==> config.mk <==
export PLATFORM = sky130hd
export DESIGN_NAME = bezier_path_flattener_core
export DESIGN_NICKNAME = d
export VERILOG_FILES = /design/src/bpf_pkg.sv /design/src/bezier_path_flattener_core.sv
export SDC_FILE = /design/constraint.sdc
export NUM_CORES = 2
export LEC_CHECK = 0
export BUFFER_PORTS_ARGS = -buffer_cell sky130_fd_sc_hd__buf_2
export CAP_MARGIN = 20
export CORE_MARGIN = 10
export CORE_UTILIZATION = 35
export DETAILED_ROUTE_END_ITERATION = 12
export GPL_TIMING_DRIVEN = 1
export HOLD_SLACK_MARGIN = 0.12
export SKIP_CTS_REPAIR_TIMING = 1
export SLEW_MARGIN = 20
export SYNTH_ARGS = -nofsm -noshare
export SYNTH_HDL_FRONTEND = slang
export SYNTH_SLANG_ARGS = --single-unit
==> constraint.sdc <==
create_clock -name clock -period 44.2 [get_ports clock]
set_input_delay 8.84 -clock clock [delete_from_list [all_inputs] [get_ports clock]]
set_output_delay 8.84 -clock clock [all_outputs]
set_load 0.005 [all_outputs]
==> src/bpf_pkg.sv <==
// shared types and constants of the bezier path flattener
`default_nettype none

package bpf_pkg;

   // width of one Q16.16 coordinate
   localparam int COORD_W = 32;

   // path command codes carried on the request tuser
   typedef enum logic [1:0] {
      CMD_MOVE  = 2'd0,
      CMD_LINE  = 2'd1,
      CMD_QUAD  = 2'd2,
      CMD_CUBIC = 2'd3
   } cmd_type;

endpackage

`default_nettype wire

==> src/bezier_path_flattener_core.sv <==
// bezier path flattener: move, line, quadratic and cubic path commands to points
//
// channel  dir  handshake                 payload
// req      in   req_tvalid / req_tready   tuser: command, tdata: p1..p3 (x, y)
// rsp      out  rsp_tvalid / rsp_tready   tuser: new_subpath, tlast: last, tdata: x, y
//
// a move or line word gives one point, which shows on rsp in the cycle after it is taken.
// a curve gives SEGMENTS+1 points; for each point, per axis, four products go
// through the one shared multiplier, then one sum, one bias add and two 16-bit
// quotient digits, each by reciprocal estimate, back multiply, subtract and two
// compare-and-subtract corrections; then the point is posted. no new request
// word is taken until the last point of the curve has been posted.
// reset clears the current point to (0,0) and the path to empty.
// a stalled rsp side holds the sequencer in its post step; a request word is taken
// only while the sequencer is idle and the output register is empty or draining.
`default_nettype none

module bezier_path_flattener_core #(
   parameter int SEGMENTS = 10
) (
   input  wire logic         clock,
   input  wire logic         reset,
   // request channel
   input  wire logic         req_tvalid,
   output logic              req_tready,
   input  wire logic [1:0]   req_tuser,   // [1:0] command
   input  wire logic [191:0] req_tdata,   // p1_x, p1_y, p2_x, p2_y, p3_x, p3_y
   // response channel
   output logic              rsp_tvalid,
   input  wire logic         rsp_tready,
   output logic              rsp_tuser,   // [0] new_subpath
   output logic              rsp_tlast,
   output logic [63:0]       rsp_tdata    // out_x, out_y
);

   localparam int CW  = $clog2(SEGMENTS * SEGMENTS * SEGMENTS + 1);
   localparam int KW  = $clog2(SEGMENTS + 1);
   localparam int PW  = bpf_pkg::COORD_W;
   localparam int AW  = CW + PW + 1;
   localparam int DVW = CW + PW;
   localparam int HW  = PW / 2;
   localparam int NW  = CW + HW;
   localparam int XW  = HW + 1;
   localparam int MA  = (CW > HW + 2) ? CW : HW + 2;
   localparam int MW  = MA + PW + 1;
   localparam int RW  = CW + 2;
   localparam logic [CW-1:0] DEN = CW'(SEGMENTS * SEGMENTS * SEGMENTS);
   localparam logic [RW-1:0] DEN_R = RW'(SEGMENTS * SEGMENTS * SEGMENTS);
   // den/2 for rounding plus den * 2^31 to make the dividend non-negative
   localparam longint BIAS_L = longint'(SEGMENTS * SEGMENTS * SEGMENTS) * 64'sd2147483648
                               + longint'((SEGMENTS * SEGMENTS * SEGMENTS) / 2);
   localparam logic [AW-1:0] BIAS = AW'(BIAS_L);
   // reciprocal of the denominator for one 16-bit quotient digit
   localparam longint MU_L = (64'sd1 <<< (CW + HW))
                             / longint'(SEGMENTS * SEGMENTS * SEGMENTS);
   localparam logic [MA-1:0] MU = MA'(MU_L);
   localparam logic [KW-1:0] K_LAST = KW'(SEGMENTS);

   typedef enum logic [3:0] {
      S_IDLE,
      S_MUL,
      S_SUM,
      S_PREP,
      S_EST,
      S_QD,
      S_SUB,
      S_FIX,
      S_EMIT
   } state_type;

   state_type         state_ff;
   logic [KW-1:0]     k_ff;
   logic [1:0]        term_ff;
   logic              axis_ff;
   logic              cubic_ff;
   logic              digit_ff;
   logic [PW-1:0]     pts_x_ff [4];
   logic [PW-1:0]     pts_y_ff [4];
   logic [PW-1:0]     cur_x_ff;
   logic [PW-1:0]     cur_y_ff;
   logic              nonempty_ff;
   logic [MW-1:0]     prod_ff;
   logic [AW-1:0]     acc_ff;
   logic [CW-1:0]     rem_ff;
   logic [PW-1:0]     quo_ff;
   logic [HW-1:0]     qdig_ff;
   logic [RW-1:0]     wrem_ff;
   logic [PW-1:0]     res_x_ff;
   logic [PW-1:0]     res_y_ff;
   logic              rsp_valid_ff;
   logic              rsp_sub_ff;
   logic              rsp_last_ff;
   logic [2*PW-1:0]   rsp_data_ff;

   logic [CW-1:0]     coef_tab [2][SEGMENTS+1][4];
   logic [CW-1:0]     coef;
   logic [PW-1:0]     pt_sel;
   logic [MA-1:0]     mul_a;
   logic [PW-1:0]     mul_b;
   logic [MW-1:0]     mul_p;
   logic [AW-1:0]     biased;
   logic [NW-1:0]     numer;
   logic [XW-1:0]     x_hi;
   logic [HW-1:0]     q_est;
   logic [NW-1:0]     diff;
   logic              fix1;
   logic [RW-1:0]     wrem_mid;
   logic              fix2;
   logic [RW-1:0]     wrem_end;
   logic [HW-1:0]     q_fix;
   logic [PW-1:0]     quo_next;
   logic              out_free;
   logic              post_pt;
   bpf_pkg::cmd_type  cmd;

   // bernstein weights per step, all scaled to a common denominator of n^3
   for (genvar gk = 0; gk <= SEGMENTS; gk++) begin : g_coef
      localparam int J = SEGMENTS - gk;
      assign coef_tab[0][gk][0] = CW'(SEGMENTS * J * J);
      assign coef_tab[0][gk][1] = CW'(2 * SEGMENTS * gk * J);
      assign coef_tab[0][gk][2] = CW'(SEGMENTS * gk * gk);
      assign coef_tab[0][gk][3] = '0;
      assign coef_tab[1][gk][0] = CW'(J * J * J);
      assign coef_tab[1][gk][1] = CW'(3 * gk * J * J);
      assign coef_tab[1][gk][2] = CW'(3 * gk * gk * J);
      assign coef_tab[1][gk][3] = CW'(gk * gk * gk);
   end

   assign coef   = coef_tab[cubic_ff][k_ff][term_ff];
   assign pt_sel = axis_ff ? pts_y_ff[term_ff] : pts_x_ff[term_ff];

   // shared multiplier operands: weighted points, reciprocal estimate, back multiply
   always_comb begin
      unique case (state_ff)
         S_EST: begin
            mul_a = MU;
            mul_b = PW'(x_hi);
         end
         S_QD: begin
            mul_a = MA'(DEN);
            mul_b = PW'(q_est);
         end
         default: begin
            mul_a = MA'(coef);
            mul_b = pt_sel;
         end
      endcase
   end

   // unsigned a times signed b
   assign mul_p = $signed({{PW{1'b0}}, 1'b0, mul_a}) * $signed({{(MA + 1){mul_b[PW-1]}}, mul_b});

   // rounding and sign bias ahead of the divider
   assign biased = acc_ff + BIAS;

   // one quotient digit: running remainder with the next 16 dividend bits
   assign numer = {rem_ff, quo_ff[PW-1:HW]};
   assign x_hi  = numer[NW-1:CW-1];
   assign q_est = prod_ff[XW+HW-1:XW];
   assign diff  = numer - prod_ff[NW-1:0];

   // the estimate is at most two low, so two compare-and-subtract steps
   assign fix1     = wrem_ff >= DEN_R;
   assign wrem_mid = fix1 ? wrem_ff - DEN_R : wrem_ff;
   assign fix2     = wrem_mid >= DEN_R;
   assign wrem_end = fix2 ? wrem_mid - DEN_R : wrem_mid;
   assign q_fix    = qdig_ff + HW'(fix1) + HW'(fix2);
   assign quo_next = {quo_ff[HW-1:0], q_fix};

   assign out_free   = !rsp_valid_ff || rsp_tready;
   assign cmd        = bpf_pkg::cmd_type'(req_tuser);
   assign req_tready = (state_ff == S_IDLE) && out_free;
   assign post_pt    = ((state_ff == S_IDLE) && req_tvalid && req_tready
                        && (cmd == bpf_pkg::CMD_MOVE || cmd == bpf_pkg::CMD_LINE))
                       || ((state_ff == S_EMIT) && out_free);

   assign rsp_tvalid = rsp_valid_ff;
   assign rsp_tuser  = rsp_sub_ff;
   assign rsp_tlast  = rsp_last_ff;
   assign rsp_tdata  = rsp_data_ff;

   // sequencer, datapath registers and output register
   always_ff @(posedge clock) begin
      if (reset) begin
         state_ff     <= S_IDLE;
         k_ff         <= '0;
         term_ff      <= '0;
         axis_ff      <= 1'b0;
         digit_ff     <= 1'b0;
         cur_x_ff     <= '0;
         cur_y_ff     <= '0;
         nonempty_ff  <= 1'b0;
         rsp_valid_ff <= 1'b0;
      end else begin
         if (post_pt) begin
            rsp_valid_ff <= 1'b1;
         end else if (rsp_tready) begin
            rsp_valid_ff <= 1'b0;
         end
         unique case (state_ff)
            S_IDLE: begin
               if (req_tvalid && req_tready) begin
                  nonempty_ff <= 1'b1;
                  if (cmd == bpf_pkg::CMD_MOVE || cmd == bpf_pkg::CMD_LINE) begin
                     rsp_sub_ff   <= (cmd == bpf_pkg::CMD_MOVE) && nonempty_ff;
                     rsp_last_ff  <= 1'b1;
                     rsp_data_ff  <= req_tdata[2*PW-1:0];
                     cur_x_ff     <= req_tdata[PW-1:0];
                     cur_y_ff     <= req_tdata[2*PW-1:PW];
                  end else begin
                     pts_x_ff[0] <= cur_x_ff;
                     pts_y_ff[0] <= cur_y_ff;
                     pts_x_ff[1] <= req_tdata[PW-1:0];
                     pts_y_ff[1] <= req_tdata[2*PW-1:PW];
                     pts_x_ff[2] <= req_tdata[3*PW-1:2*PW];
                     pts_y_ff[2] <= req_tdata[4*PW-1:3*PW];
                     pts_x_ff[3] <= req_tdata[5*PW-1:4*PW];
                     pts_y_ff[3] <= req_tdata[6*PW-1:5*PW];
                     cubic_ff    <= (cmd == bpf_pkg::CMD_CUBIC);
                     k_ff        <= '0;
                     term_ff     <= '0;
                     axis_ff     <= 1'b0;
                     state_ff    <= S_MUL;
                  end
               end
            end
            S_MUL: begin
               prod_ff <= mul_p;
               acc_ff  <= (term_ff == 2'd0) ? '0 : acc_ff + prod_ff[AW-1:0];
               term_ff <= term_ff + 2'd1;
               if (term_ff == 2'd3) begin
                  state_ff <= S_SUM;
               end
            end
            S_SUM: begin
               acc_ff   <= acc_ff + prod_ff[AW-1:0];
               state_ff <= S_PREP;
            end
            S_PREP: begin
               rem_ff   <= biased[DVW-1:PW];
               quo_ff   <= biased[PW-1:0];
               digit_ff <= 1'b0;
               state_ff <= S_EST;
            end
            S_EST: begin
               prod_ff  <= mul_p;
               state_ff <= S_QD;
            end
            S_QD: begin
               qdig_ff  <= q_est;
               prod_ff  <= mul_p;
               state_ff <= S_SUB;
            end
            S_SUB: begin
               wrem_ff  <= diff[RW-1:0];
               state_ff <= S_FIX;
            end
            S_FIX: begin
               rem_ff   <= wrem_end[CW-1:0];
               quo_ff   <= quo_next;
               digit_ff <= 1'b1;
               if (!digit_ff) begin
                  state_ff <= S_EST;
               end else if (!axis_ff) begin
                  // undo the sign bias by flipping the top quotient bit
                  res_x_ff <= {~quo_next[PW-1], quo_next[PW-2:0]};
                  axis_ff  <= 1'b1;
                  term_ff  <= '0;
                  state_ff <= S_MUL;
               end else begin
                  res_y_ff <= {~quo_next[PW-1], quo_next[PW-2:0]};
                  state_ff <= S_EMIT;
               end
            end
            S_EMIT: begin
               if (out_free) begin
                  rsp_sub_ff   <= 1'b0;
                  rsp_last_ff  <= (k_ff == K_LAST);
                  rsp_data_ff  <= {res_y_ff, res_x_ff};
                  if (k_ff == K_LAST) begin
                     cur_x_ff <= res_x_ff;
                     cur_y_ff <= res_y_ff;
                     state_ff <= S_IDLE;
                  end else begin
                     k_ff     <= k_ff + 1'b1;
                     axis_ff  <= 1'b0;
                     term_ff  <= '0;
                     state_ff <= S_MUL;
                  end
               end
            end
            default: begin
               state_ff <= S_IDLE;
            end
         endcase
      end
   end

   // a new command never overwrites a point still waiting on the response side
   a_no_overwrite: assert property (@(posedge clock) disable iff (reset)
      (req_tvalid && req_tready) |-> !(rsp_tvalid && !rsp_tready))
      else $error("request taken while a point is stalled");

   // only single-point moves carry the subpath mark
   a_sub_is_last: assert property (@(posedge clock) disable iff (reset)
      (rsp_tvalid && rsp_tuser) |-> rsp_tlast)
      else $error("subpath mark on a point that is not the last");

   // running remainder stays below the denominator
   a_rem_range: assert property (@(posedge clock) disable iff (reset)
      (state_ff == S_EST) |-> (rem_ff < DEN))
      else $error("divider remainder out of range");

   // step index never passes the segment count
   a_k_range: assert property (@(posedge clock) disable iff (reset)
      k_ff <= K_LAST)
      else $error("step index beyond the last segment");

   // a point is posted only after both axes have gone through the divider
   a_emit_order: assert property (@(posedge clock) disable iff (reset)
      (state_ff == S_EMIT) && !$past(state_ff == S_EMIT) |-> $past(state_ff == S_FIX) && axis_ff)
      else $error("point posted before both axes were divided");

endmodule

`default_nettype wire
; Word level (Yosys, flattened, before mapping)
; Memory sizes are Yosys's and may differ from the RTL's. A register that Yosys moved wholly into a read port is not among the register bits.
; Cells that the tools add are included.
[word_totals]
mem_bits_rw = 256
memories = 2
reg_bits = 365
elab_cells = 180
latchBits = 0
out_inout_bits = 68
romBits = 0
[memory_table]
columns = name, words, width, rd, rd_ports_with_merged_regs, wr, line_no
row1 = pts_x_ff, 4, 32, 1, 1, 4, bezier_path_flattener_core.sv:77  ; logic [PW-1:0] pts_x_ff [4];
row2 = pts_y_ff, 4, 32, 1, 1, 4, bezier_path_flattener_core.sv:78  ; logic [PW-1:0] pts_y_ff [4];
[classes]
n_mul = 1
n_mux = 78
n_bitwise = 7
shifts = 0
n_lt_le_gt_ge = 5
n_div = 0
addsub = 9
reduce_logical = 36
n_eq_ne = 21
[op_table]
columns = operator, n
row1 = $mux 440, 2
row2 = $mux 399, 1
row3 = $mux 32, 9
row4 = $pmux 32 s2, 4
row5 = $mux 64, 3
row6 = $bmux 40 s4, 1
row7 = $pmux 64 s2, 1
row8 = $pmux 43 s2, 1
row9 = $mux 40, 2
row10 = $add 43x43->43, 1
row11 = $mul 18x32->43, 1
row12 = $mux 43, 1
row13 = $add 42x41->42 const B, 1
row14 = $mux 4, 10
row15 = $pmux 4 s9, 1
row16 = $pmux 17 s2, 1
row17 = $add 16x1->16, 2
row18 = $mux 10, 3
row19 = $ge 12x10->1 const B, 2
row20 = $bmux 10 s2, 1
row21 = $mux 2, 10
row22 = $pmux 10 s2, 1
row23 = $mux 1, 19
row24 = $eq 4x3->1 const B, 4
row25 = other kinds (38), 75

; Depth between registers and ports, before layout
[depth]
depth_word = 12
ltp_mapped = 35
ltp_nobuf = 33

; Worst setup path after synthesis
; Ideal clock, no wire load.
[synth_path]
path_type = input -> register
from = input port rsp_tready
to = memory pts_x_ff[0][0] (netlist name), enable pin
path_slack_ps = 22619
cell_stages = 4
setup_time_ps = 905
t_arrival_ps = 20676
t_required_ps = 43295
path_cell_list = nor2b_1 -> nor3_1 -> and3_1 -> nor2b_1
[synth_rtl]
columns = element, line_no
row1 = "start, declared", bezier_path_flattener_core.sv:30  ; input wire logic rsp_tready,
row2 = "end, declared", bezier_path_flattener_core.sv:77

; Worst setup path after layout
[layout_path]
from = input port rsp_tready
to = output port req_tready
[layout_via]
elab_chain_len = 2
[layout_rtl]
columns = element, line_no
row1 = $logic_or 1x1->1, bezier_path_flattener_core.sv:170  ; assign out_free = !rsp_valid_ff || rsp_tready;
row2 = $logic_and 1x1->1, bezier_path_flattener_core.sv:172  ; assign req_tready = (state_ff == S_IDLE) && out_free;
row3 = "end, declared", bezier_path_flattener_core.sv:25  ; output logic req_tready,
; Every way passes these cells.

==> results.tsv <==
stage	metric	value	unit
setup_path	CP Capture Type	output pin	
setup_path	Worst Reg2Reg Path Length in Cells	28	
detailed_routing	TritonRoute pass-1 iters	6	
floorplan	core area	117900	sq um
synthesis	mapped cell area	41480	sq um
timing	normalized max-slew margin	30.83	%
place	DPL Wire Length	90860	um
setup_path	Arrival @ worst endpoint	9540	ps
timing	Clock Skew	19.41	ps
setup_path	reg2reg end	prod_ff[41]	
detailed_routing	Met3 Routed Length	8523	um
setup_path	Data required, critical path	35360	ps
clocking	Reg clk slew, reported paths	60	ps
detailed_routing	drt total wl	119200	um
cells_and_area	post-layout net count	4767	
synthesis	area share of the largest cell type after synthesis	39.17	%
synthesis	leading cell type by number of instances after synthesis	inv_1	
detailed_routing	drt via density	5.125	
cells_and_area	area growth from synthesis to final layout	12.93	%
setup_path	R2R setup slack	34370	ps
clocking	CTS buffer count	67	
flow_run	max-cap viol count	0	
timing	setup_tns	0	ps
detailed_routing	Final ANT Viol Nets	0	
grt	gr usage total	17.66	%
synthesis	Post-synth top flop	edfxtp_1	
synthesis	Post-Synthesis Cells	3770	
setup_path	cell family with most CP delay	simple AND/OR/NAND/NOR gates	
floorplan	row count	126	
clocking	Skew-Pair Late Insertion Delay	630	ps
worst_hold_path	hold path startpoint	cur_x_ff[10]	
detailed_routing	initial DRC count	2451	
grt	gr ovfl total	0	
outcome	status	completed	
synthesis	Yosys top cell by area	edfxtp_1	
synthesis	Synth Area in Compound Gates	6.983	%
synthesis	Yosys cell types	82	
detailed_routing	Vias	28790	
place	Buffers on Ports	265	
floorplan	die height	364.3	um
worst_hold_path	Worst Hold Depth	0	
synthesis	synth cell count leaders	inv_1 (559), edfxtp_1 (541), nor2_1 (470)	
synthesis	Async S/R FF share, synth	0	%
worst_hold_path	hold endpoint	pts_x_ff[0][10]	
detailed_routing	Metal-1 WL	50810	um
detailed_routing	WL/cell	21.22	um
clocking	CTS Buffer Depth	3	
setup_path	Crit Path Class	input pin to output pin	
timing	FMAX	54.40	MHz
synthesis	EDFF count, synth	541	
floorplan	Die ar.	132700	sq um
grt	first-pass GRT wire length	179700	um
synthesis	register area share after synthesis	43.03	%
timing	Finish-stage setup viols	0	
timing	final worst-path cycle share	41.59	%
synthesis	Mapped Avg Cell Area	11.00	sq um
setup_path	crit-path max FO	5	
synthesis	Yosys reg bits	621	
synthesis	adder-cell share of the synthesized area	22.29	%
setup_path	Crit Reg-Reg Startpoint	k_ff[0]	
timing	Slew Limit Fails	0	
timing	fin crit period	18380	ps
floorplan	io pins	266	
floorplan	DIE WIDTH	364.3	um
clocking	Clock Root Buffer	clkbuf_16	
detailed_routing	highest routed metal layer	met5	
timing	worst slew pin tran	1011	ps
synthesis	largest family of logic cells by synthesized area	adder cells	
setup_path	crit path max-delay cell type	nor3_1	
setup_path	CP bufs+invs	2	
clocking	H-tree depth	3	
detailed_routing	DR DRC count	0	
setup_path	critical-path cell list	buf_2 > nor2b_1 > nor3_1 > buf_2	
synthesis	xor/xnor share of the synthesized area	3.041	%
grt	vias in the first global route	28670	
cells_and_area	share of cells above drive strength 1	14.01	%
setup_path	delay of the slowest cell on the worst path	330	ps
place	GPL Wtd Cong	0.8927	
timing	Fin. Hold Viols	0	
floorplan	effective utilization at floorplan	35.17	%
setup_path	Worst setup SP type	input pin	
clocking	CTS Sinks	621	
setup_path	most used cell, CP	buf_2	
grt	initial antenna violation count	6	
synthesis	Post-Synth Simple-Gate Area	11.61	%
detailed_routing	wire length on met2	56250	um
timing	RSZ-0062 raised after global routing	no	
synthesis	synth top area cells	edfxtp_1 (39%), fa_1 (15%), ha_1 (6.8%)	
clocking	CTS tree	done	
synthesis	mux cell area share after synthesis	6.507	%
grt	largest net degree at the start of global routing	137	
worst_hold_path	worst min-delay path class	flip-flop to flip-flop	
synthesis	synthesis warning total	0	
flip-flops by register name, indices dropped and copies added, names as in the netlist, 2 cells and up, named ones only:
name,cells
acc_ff,42
cur_x_ff,32
cur_y_ff,32
k_ff,4
prod_ff,42
pts_x_ff,128
pts_y_ff,128
qdig_ff,16
quo_ff,32
rem_ff,10
res_x_ff,32
res_y_ff,32
rsp_tdata,64
state_ff,4
term_ff,2
wrem_ff,12
area by class of cell:
type / count / area, sq um
fill: 11360 / 71080
multi-input combinational: 2461 / 21110
sequential: 621 / 17860
inverter: 561 / 2106
tap: 1536 / 1922
clock buffer: 88 / 1795
timing repair buffer: 310 / 1679
clock inverter: 35 / 362.8
antenna: 6 / 15.01
metal layers:
layer / up-vias / GRT usage, %
met5: - / 0
met4: 4 / 5.710
met2: 1042 / 29.10
li1: 13150 / -
met3: 162 / 2.892
met1: 14430 / 23.62
metrics by stage:
stage | utilization, % | setup WS (ps) | area (sq um) | hold WS, ps | cells
2_1_floorplan | - | 22620 | 41560 | 407.6 | 3791
3_3_place_gp | 37.87 | 25830 | 44660 | 412.5 | 5489
3_5_place_dp | 37.87 | 25830 | 44660 | 414.8 | 5489
4_1_cts | 39.70 | 25830 | 46810 | 427.3 | 5612
5_1_grt | 39.71 | 25690 | 46830 | 437.6 | 5612
6_report | 39.72 | 25820 | 46840 | 423.3 | 5618
worst register-to-register path: cells and delay by family (launching register included):
| family | cells | cell delay [ps] |
|---|---|---|
| AO/OA/AOI/OAI | 10 | 3100 |
| buffers and inverters | 6 | 990 |
| flip-flops | 1 | 770 |
| adder cells (fa/ha/maj) | 8 | 3670 |
| AND/OR/NAND/NOR | 4 | 1050 |
logic make-up after synthesis:
family	after synthesis
and+or+nand+nor	1114
buffers and inverters	709
DFF	621
adders and majority gates	547
AOI/OAI and AO/OA	449
muxes	185
xor gates and xnor gates	144
other	1
layout by cell type, fill, tap and decap left out, drive strengths merged, types with 80 or more instances in the layout:
cell type  count
buf          310
dfxtp         80
ha           227
a21oi        122
xnor2         88
edfxtp       541
mux2i         93
nand2        372
o21ai        123
nor2         472
fa           320
clkbuf        88
inv          569
how the worst max path moves through the flow:
stage	from	endpoint	slack, ps	depth (start not counted)
2_1_floorplan	rsp_tready	pts_x_ff[0][0]	22620	4
3_3_place_gp	rsp_tready	req_tready	25830	4
3_5_place_dp	rsp_tready	req_tready	25830	4
4_1_cts	rsp_tready	req_tready	25830	4
5_1_grt	rsp_tready	req_tready	25690	4
6_report	rsp_tready	req_tready	25820	4
Power is left out: the tool's default activity adds up to more than one toggle a clock period on the data nets, which glitch-free logic cannot reach.
